$ cat src/design/pli_pkg.sv
// shared types and constants for the piecewise linear interpolator
`timescale 1ns / 1ps
`default_nettype none
package pli_pkg;
	localparam int MaxPoints = 64;
	localparam int AddrW = $clog2(MaxPoints);
	localparam int CntW = $clog2(MaxPoints + 1);

	typedef enum logic [1:0] {
		KIND_CLEAR = 2'd0,
		KIND_LOAD  = 2'd1,
		KIND_QUERY = 2'd2,
		KIND_NONE  = 2'd3
	} kind_t;

	typedef enum logic [1:0] {
		ST_OK    = 2'd0,
		ST_DUP   = 2'd1,
		ST_FULL  = 2'd2,
		ST_SHORT = 2'd3
	} status_t;

	typedef struct packed {
		logic        start;
		logic [63:0] num;
		logic [31:0] den;
	} div_req_t;

	typedef struct packed {
		logic        done;
		logic [63:0] quo;
	} div_rsp_t;
endpackage
`default_nettype wire

$ cat src/design/pli_ram.sv
// single-port breakpoint memory with registered read, x and y side by side
`timescale 1ns / 1ps
`default_nettype none
module pli_ram (
	input  wire                           clk,
	input  wire                           we,
	input  wire [pli_pkg::AddrW-1:0]      addr,
	input  wire [63:0]                    wdata,
	output logic [63:0]                   rdata
);
	logic [63:0] mem [pli_pkg::MaxPoints];

	always_ff @(posedge clk) begin
		if (we) begin
			mem[addr] <= wdata;
		end
		rdata <= mem[addr];
	end
endmodule
`default_nettype wire

$ cat config.mk
export PLATFORM = sky130hd
export DESIGN_NAME = pli_ram
export DESIGN_NICKNAME = d
export VERILOG_FILES = /design/src/design/pli_pkg.sv /design/src/design/pli_ram.sv
export SDC_FILE = /design/constraint.sdc
export NUM_CORES = 2
export LEC_CHECK = 0
export BUFFER_PORTS_ARGS = -buffer_cell sky130_fd_sc_hd__buf_2
export CAP_MARGIN = 40
export CORE_MARGIN = 2
export CORE_UTILIZATION = 35
export DETAILED_ROUTE_END_ITERATION = 6
export PLACE_DENSITY_LB_ADDON = 0.15
export SKIP_CTS_REPAIR_TIMING = 1
export SLEW_MARGIN = 5
export SYNTH_ARGS = -nofsm -noshare
export SYNTH_HDL_FRONTEND = slang
export SYNTH_SLANG_ARGS = --single-unit
$ cat constraint.sdc
create_clock -name clk -period 7.26 [get_ports clk]
set_input_delay 0.363 -clock clk [delete_from_list [all_inputs] [get_ports clk]]
set_output_delay 0.363 -clock clk [all_outputs]
set_load 0.005 [all_outputs]
==> results.txt <==
Clk pin slew, worst setup/hold paths -> 0.06 ns
sequential element share of the synthesized area -> 79.95%
Fin Setup TNS -> 0 ns
FF-to-FF path depth -> 5
WL final -> 554.7 mm
first-pass GRT wire length -> 757.1 mm
final hold viol count -> 0
H-tree depth -> 5
Slew @ Worst Pin -> 1.490 ns
ys async rst share -> 0%
num rows -> 244
clock net sink count -> 4160
Placeable Area -> 0.4421 mm^2
RSZ-0062 raised after global routing -> no
Synth area leader -> edfxtp_1
gr usage total -> 23.94%
Worst setup SP type -> input port
Power Density -> 287.7 mW/mm^2
number of global-route vias before repair -> 88870
die area -> 0.4495 mm^2
post-synthesis simple-gate area fraction -> 2.282%
Syn. warnings -> 0
adder-cell share of the synthesized area -> 0%
Initial Util -> 35.17%
P&R area growth vs syn -> 16.35%
post-synthesis mux area share -> 4.560%
gpl congestion -> 0.7897
top-level port count -> 136
complex-gate fraction of the synthesized area -> 11.32%
antenna violations before repair -> 41
CTS root buffer -> clkbuf_16
DR pass1 iterations -> 6
Hold Path Depth -> 2
Slowest cell on crit path -> nor4_1
overall power -> 0.05203 W
Critical Path End Type -> register
placed cells -> 14420
share of layout cells above drive strength 1 -> 16.66%
Antenna Nets Post-Route -> 0
max incr delay on CP -> 0.79 ns
WS Path Type -> input port to register
Avg Inst Size Synth -> 18.04 um^2
CTS tree -> built
WP depth -> 10
Final Setup Violations -> 0
final cell count without fillers -> 15280
largest family of logic cells by synthesized area -> compound AO/OA/AOI/OAI gates
largest net degree at the start of global routing -> 135
CP bufs+invs -> 4
synth top area cells -> edfxtp_1, a221oi_1, a22oi_1, mux2i_1, o22ai_1
Lkg Pwr -> 56.21 nW
vias -> 91120
Synth cell types -> 57
WL/cell -> 36.30 um
Max Clock Skew -> 0.05419 ns
# fillers -> 39670
DRC -> 0
Iteration-0 DRC Markers -> 11660
Synth Cell Area -> 0.1555 mm^2
Main synth FF type -> edfxtp_1
XOR/XNOR share of the synthesized area -> 0%
Commonest cells post-synth -> edfxtp_1, a22oi_1, a221oi_1
Vias/cell -> 5.964
Achievable Freq -> 0.2225 GHz
global route overflow -> 0
worst-skew pair later-pin latency -> 0.98 ns
EDFF count, synth -> 4096
Vert. Die Dim -> 670.4 um
Cells after Synth -> 8619
Arrival @ worst endpoint -> 5.32 ns
CP most frequent cell -> buf_4
delay-heaviest family, CP -> simple AND/OR/NAND/NOR gates
Hold WC Path Type -> input port to register
Critical Path Fanout Max -> 21
worst path cell trace -> dlygate4sd3_1 > buf_2 > and3b_2 > buf_4 > nand2_2 > buf_4 > o22ai_1 > nor4_1 > o2111ai_1 > nand3b_1
Max-slew headroom -> 0.6850%
Detailed Place HPWL -> 308.6 mm
die width -> 670.4 um
run status -> completed
Tcrit/Tclk final -> 61.92%
share of the synthesized area in the top cell type -> 79.12%
post-layout util -> 40.91%
Max IR drop VDD -> 0.1934 mV
CTS Buf Count -> 437
syn_nets -> 8691
required time of the critical path -> 8.08 ns
I/O Buffers -> 135
Yosys reg bits -> 4160
Max Cap Viol -> 0
Clock Path Buffers -> 4
min Tclk post-route -> 4.495 ns
final net count -> 9048
max-slew violations -> 0
top-count cell post-synth -> edfxtp_1
## cells in the final DEF (no fill, tap or decap), types with 33 or more instances in the layout
cell,n
a211oi_1,33
a21oi_1,210
a221oi_1,636
a22oi_1,684
buf_12,83
buf_16,38
buf_2,146
buf_4,271
bufinv_16,44
clkbuf_1,102
clkbuf_16,446
clkinv_1,85
clkinv_2,78
dfxtp_1,64
edfxtp_1,4096
mux2_2,203
mux2i_1,337
mux4_2,63
nand2_1,303
nand4_1,36
nor2_1,233
nor2_4,68
nor4_1,58
o21ai_0,139
o22ai_1,506
## cell type report
class,instances,area [um^2],area share [%]
multi-input combinational,3801,28900,15.98
inverter,3,31.28,0.01729
sequential,4160,124300,68.71
antenna,15,37.54,0.02075
clock buffer,578,11960,6.611
timing repair buffer,573,5861,3.240
clock inverter,245,2416,1.336
tap,5904,7387,4.084
## per-layer routing
layer	wire length (um)	share of wire (%)	global-route usage [%]
met3	42980	7.7	3.589
met4	19260	3.5	7.617
met5	136	0.025	0.1169
met2	257400	46	38.05
met1	234900	42	33.87
## cell families (layout without fill, tap and decap cells)
family / count (synthesis) / in the layout
AND/OR/NAND/NOR: 808 / 808
flip-flops: 4160 / 4160
AO/OA/AOI/OAI: 2389 / 2389
buffers and inverters: 658 / 1399
multiplexers: 604 / 604
other: 0 / 15
## through the flow
step                      area, um^2  worst slack, ns  hold WS [ns]
after floorplan               155500            2.394        0.4619
after global placement        164100            2.117        0.6081
after detailed placement      166300            2.523        0.6214
after CTS                     180600            3.583       -0.4228
after global routing          180800            2.922       0.03105
final                         180900            2.765       0.03732
## where the power goes
part	switching, W	total, W	internal (W)	leakage (nW)
combinational	0.00197	0.00272	0.000750	11.8
sequential	0.000154	0.0268	0.0266	37.4
clock	0.00945	0.0226	0.0131	7.01
total	0.0116	0.0520	0.0405	56.2
## sequential cells by signal, indices dropped and copies added, names as in the netlist
register	flops
mem	4096
rdata	64
## worst paths after layout
path                                  start          to  slack (ns)
worst max-delay path                addr[4]   rdata[45]        2.76
worst min-delay path              wdata[14]  mem[0][14]        0.04
worst max register to register  mem[42][45]   rdata[45]        4.50
worst min register to register    mem[7][6]    rdata[6]        0.63
## worst register-to-register path: stages (launching register included)
cell       delay, ns
edfxtp_1        0.37
a22oi_1         0.18
o22ai_1         0.19
nor4_1          0.79
o2111ai_1       0.69
nand3b_1        0.39
(Power assumes the default switching activity.)
