$ cat src/design/pli_pkg.sv
// shared types and constants for the piecewise linear interpolator
`timescale 1ns / 1ps
`default_nettype none
package pli_pkg;
	localparam int MaxPoints = 64;
	localparam int AddrW = $clog2(MaxPoints);
	localparam int CntW = $clog2(MaxPoints + 1);

	typedef enum logic [1:0] {
		KIND_CLEAR = 2'd0,
		KIND_LOAD  = 2'd1,
		KIND_QUERY = 2'd2,
		KIND_NONE  = 2'd3
	} kind_t;

	typedef enum logic [1:0] {
		ST_OK    = 2'd0,
		ST_DUP   = 2'd1,
		ST_FULL  = 2'd2,
		ST_SHORT = 2'd3
	} status_t;

	typedef struct packed {
		logic        start;
		logic [63:0] num;
		logic [31:0] den;
	} div_req_t;

	typedef struct packed {
		logic        done;
		logic [63:0] quo;
	} div_rsp_t;
endpackage
`default_nettype wire

$ cat src/design/pli_div.sv
// restoring divider, 64-bit dividend by 32-bit positive divisor, one bit a cycle
`timescale 1ns / 1ps
`default_nettype none
module pli_div (
	input  wire                clk,
	input  wire                arst_n,
	input  pli_pkg::div_req_t  req,
	output pli_pkg::div_rsp_t  rsp
);
	logic [63:0] quo_q;
	logic [32:0] rem_q;
	logic [31:0] den_q;
	logic [6:0]  cnt_q;
	logic        busy_q;
	logic        done_q;
	logic [32:0] trial;
	logic [33:0] diff;

	assign trial = {rem_q[31:0], quo_q[63]};
	assign diff = {1'b0, trial} - {2'b0, den_q};

	always_ff @(posedge clk or negedge arst_n) begin
		if (!arst_n) begin
			busy_q <= 1'b0;
			cnt_q <= '0;
			done_q <= 1'b0;
		end else begin
			// pulse after the last quotient bit
			done_q <= busy_q && !req.start && (cnt_q == 7'd1);
			if (req.start) begin
				busy_q <= 1'b1;
				cnt_q <= 7'd64;
				quo_q <= req.num;
				rem_q <= '0;
				den_q <= req.den;
			end else if (busy_q) begin
				if (!diff[33]) begin
					rem_q <= diff[32:0];
					quo_q <= {quo_q[62:0], 1'b1};
				end else begin
					rem_q <= trial;
					quo_q <= {quo_q[62:0], 1'b0};
				end
				cnt_q <= cnt_q - 7'd1;
				if (cnt_q == 7'd1) begin
					busy_q <= 1'b0;
				end
			end
		end
	end
	assign rsp = pli_pkg::div_rsp_t'{done: done_q, quo: quo_q};
endmodule
`default_nettype wire

$ cat config.mk
export PLATFORM = sky130hd
export DESIGN_NAME = pli_div
export DESIGN_NICKNAME = d
export VERILOG_FILES = /design/src/design/pli_pkg.sv /design/src/design/pli_div.sv
export SDC_FILE = /design/constraint.sdc
export NUM_CORES = 1
export LEC_CHECK = 0
export ABC_AREA = 0
export BUFFER_PORTS_ARGS = -buffer_cell sky130_fd_sc_hd__buf_2
export CAP_MARGIN = 25
export CORE_UTILIZATION = 25
export CTS_BUF_LIST = sky130_fd_sc_hd__clkbuf_4
export CTS_CLUSTER_DIAMETER = 150
export DETAILED_ROUTE_END_ITERATION = 10
export GPL_TIMING_DRIVEN = 0
export MAX_ROUTING_LAYER = met4
export PLACE_DENSITY_LB_ADDON = 0.08
export SYNTH_ARGS = -nofsm -noshare
export SYNTH_HDL_FRONTEND = slang
export SYNTH_SLANG_ARGS = --single-unit
$ cat constraint.sdc
create_clock -name clk -period 8 [get_ports clk]
set_input_delay 1.6 -clock clk [delete_from_list [all_inputs] [get_ports clk]]
set_output_delay 1.6 -clock clk [all_outputs]
set_load 0.05 [all_outputs]
==> qor.csv <==
metric,value,unit
DRC viols,0,
Slew HR,0.3198,
highest-count cells in the layout ignoring fill and taps,"173 x buf_2, 128 x edfxtp_1, 65 x mux2_2, 65 x nand2_1, 44 x nor2_1",
Routed Antenna Nets,0,
CP arrival,3950,ps
Detailed Routing Iterations Pass 1,5,
Power Density,244.2,nW/um^2
hpwl dp,15700,um
Port-buffer cells,163,
row cnt,63,
worst min path class,reg2reg,
postcts setup bufs,0,
Resize count post-CTS,0,
Peak Freq,276.6,MHz
Critical Path Sink Type,register,
TritonCTS clock tree,built,
H-Tree Depth,4,
core area,29870,um^2
"Hold Vio Cnt, Final",0,
drt wl/cell,17.14,um
CTS Hold Bufs,0,
sequential share of the synthesized area,0.5306,
GPL Wtd Cong,0.7918,
I/O pin total,164,
Worst Tran Pin Value,1007,ps
Placed Area,9041,um^2
NumNets Final,984,
critical path class,reg2reg,
synth unique cells,59,
Post-synth EDFFs,128,
Avg Inst Size Synth,11.53,um^2
mux cell area share after synthesis,0.09675,
Peak VDD IR,0.1214,mV
CTS Sinks,137,
Chip Width,177.1,um
Synth Area in Compound Gates,0.1284,
design area,9404,um^2
Most used DFF post-synth,edfxtp_1,
cell taking the most area after synthesis,edfxtp_1,
final wirelength,21570,um
Worst Path Max Fanout,4,
Slew Limit Fails,0,
Syn Nets,799,
endpoints failing setup,0,
vertical die dimension,177.1,um
Via density,4.666,
top-area cell type share of the netlist area,0.5012,
"most common cell after layout, fill and taps aside",buf_2,
"FF+latch count, synth",137,
multi-input logic area,3276,um^2
post-synthesis cell count,665,
Num CTS Buffers,17,
grt ovf,0,
post-route clock period utilization,0.4519,
worst skew pair latency,570,ps
first-pass GRT wire length,33520,um
XOR/XNOR Fraction of Synth Area,0.03769,
max cap viols,0,
type of origin of the critical path,register,
Starting Density,0.2567,
die area,31380,um^2
vias in the first global route,5971,
CTS root buf,clkbuf_4,
met1 global-route usage,0.1937,
setup TNS,0,ps
CTS Buffer Depth,2,
Setup Skew,37.06,ps
busiest grt layer,met2,
Static Leak,3.859,nW
largest family of logic cells by synthesized area,compound AO/OA/AOI/OAI gates,
synthesized cell area,7669,um^2
initial antenna violation count,6,
status,"complete, no violations",
sequential cell area,4069,um^2
share of layout cells above drive strength 1,0.3314,
Worst-path clk slew,160,ps
synthesis warning total,0,
via count,5875,
fillers,3109,
synthesis-to-layout area growth,22.63,%
starting DRC count in detailed routing,227,
grt met2 use,0.2152,
post-route minimum period,3615,ps
Critical Path RT,8340,ps
Total GRT Usage,0.1460,
Post-Synth Adder-Cell Area,0.05808,
grt met3 use,0.04575,
dominant cells by area after synthesis,"edfxtp_1 50%, mux2_2 9.5%, ha_1 5.5%, nand2_1 3.2%, dfrtp_1 2.9%",
Post-synth ARST share,0.06569,
largest net degree at the start of global routing,33,
Simple-Gate Fraction of Synth Area,0.1051,
RSZ-0062 raised after global routing,false,
-- state kept, by name (all words and copies together) (netlist names) --
signal,flops
busy_q,1
done_q,1
rem_q,32
den_q,32
cnt_q,7
quo_q,64
-- worst max-delay path: stages, from the launching register on --
cell and delay, ps:
edfxtp_1 390, inv_1 50, ha_1 220, fa_1 410, nor2b_1 170, o211ai_1 160
a21oi_1 190, o22ai_1 180, o41ai_1 910, o21ai_0 230, a21oi_1 230, xnor2_1 150
o31ai_1 90
-- routing by layer --
layer	wire, um	vias to the layer above
li1	-	2874
met1	10380	2810
met2	9540	180
met3	1483	11
met4	170	0
met5	0	-
-- stage by stage --
step / utilization / power (mW) / worst slack (ps) / hold slack (ps) / cells
2_1_floorplan: - / 1.533 / 2635 / 478.4 / 665
3_3_place_gp: 0.3003 / 1.746 / 200.5 / 516.0 / 1218
3_5_place_dp: 0.3026 / 1.742 / 3979 / 520.5 / 1221
4_1_cts: 0.3143 / 2.335 / 4420 / 550.2 / 1253
5_1_grt: 0.3148 / 2.447 / 4176 / 563.9 / 1259
6_report: 0.3148 / 2.297 / 4385 / 539.4 / 1259
-- final cells by class --
| class | instances | share of cell area |
|---|---|---|
| clock inverter | 13 | 0.02182 |
| tap | 390 | 0.05189 |
| buffer | 40 | 0.01943 |
| sequential | 137 | 0.4327 |
| antenna | 6 | 0.001597 |
| multi-input combinational | 448 | 0.3483 |
| inverter | 40 | 0.01597 |
| timing repair buffer | 166 | 0.09313 |
| clock buffer | 19 | 0.01517 |
-- cell usage after synthesis, types with 3 or more instances --
cell type / n
a211oi_1: 5
a21o_1: 18
a21oi_1: 32
a311oi_1: 19
a31oi_1: 5
a32oi_1: 8
and2_1: 3
and3_1: 5
buf_2: 10
buf_4: 3
clkbuf_1: 25
dfrtp_1: 9
edfxtp_1: 128
ha_1: 34
inv_1: 40
mux2_2: 65
nand2_1: 65
nand2b_1: 5
nand3_1: 19
nand4_1: 7
nor2_1: 44
nor2b_1: 4
nor3_1: 7
nor3b_1: 3
nor4_1: 3
o211ai_1: 5
o21a_1: 5
o21ai_0: 15
o31ai_1: 4
or3_1: 3
xnor2_1: 23
xor2_1: 10
-- path summary, 6_finish.rpt --
| check | start | to | slack, ps | cells past startpoint |
|---|---|---|---|---|
| max | quo_q[63] | rem_q[26] | 4390 | 12 |
| min in group asynchronous | arst_n | done_q | 1390 | 2 |
| max in group asynchronous | arst_n | cnt_q[6] | 6440 | 2 |
| min | cnt_q[6] | cnt_q[6] | 540 | 2 |
| max reg2reg | quo_q[63] | rem_q[26] | 4390 | 12 |
| min reg2reg | cnt_q[6] | cnt_q[6] | 540 | 2 |
-- power by group --
part	switching, mW	internal [mW]
Combinational	0.476	0.295
Sequential	0.0576	0.893
Clock	0.309	0.266
-- cells by family (layout without fill, tap and decap cells) --
kind of cell	Yosys count	count (layout)
adders and majority gates	35	35
other	0	6
buffers and inverters	80	278
AOI/OAI and AO/OA	140	140
xor gates and xnor gates	33	33
and+or+nand+nor	174	174
DFF	137	137
muxes	66	66
Note: power is estimated with default switching activity, not from simulation.
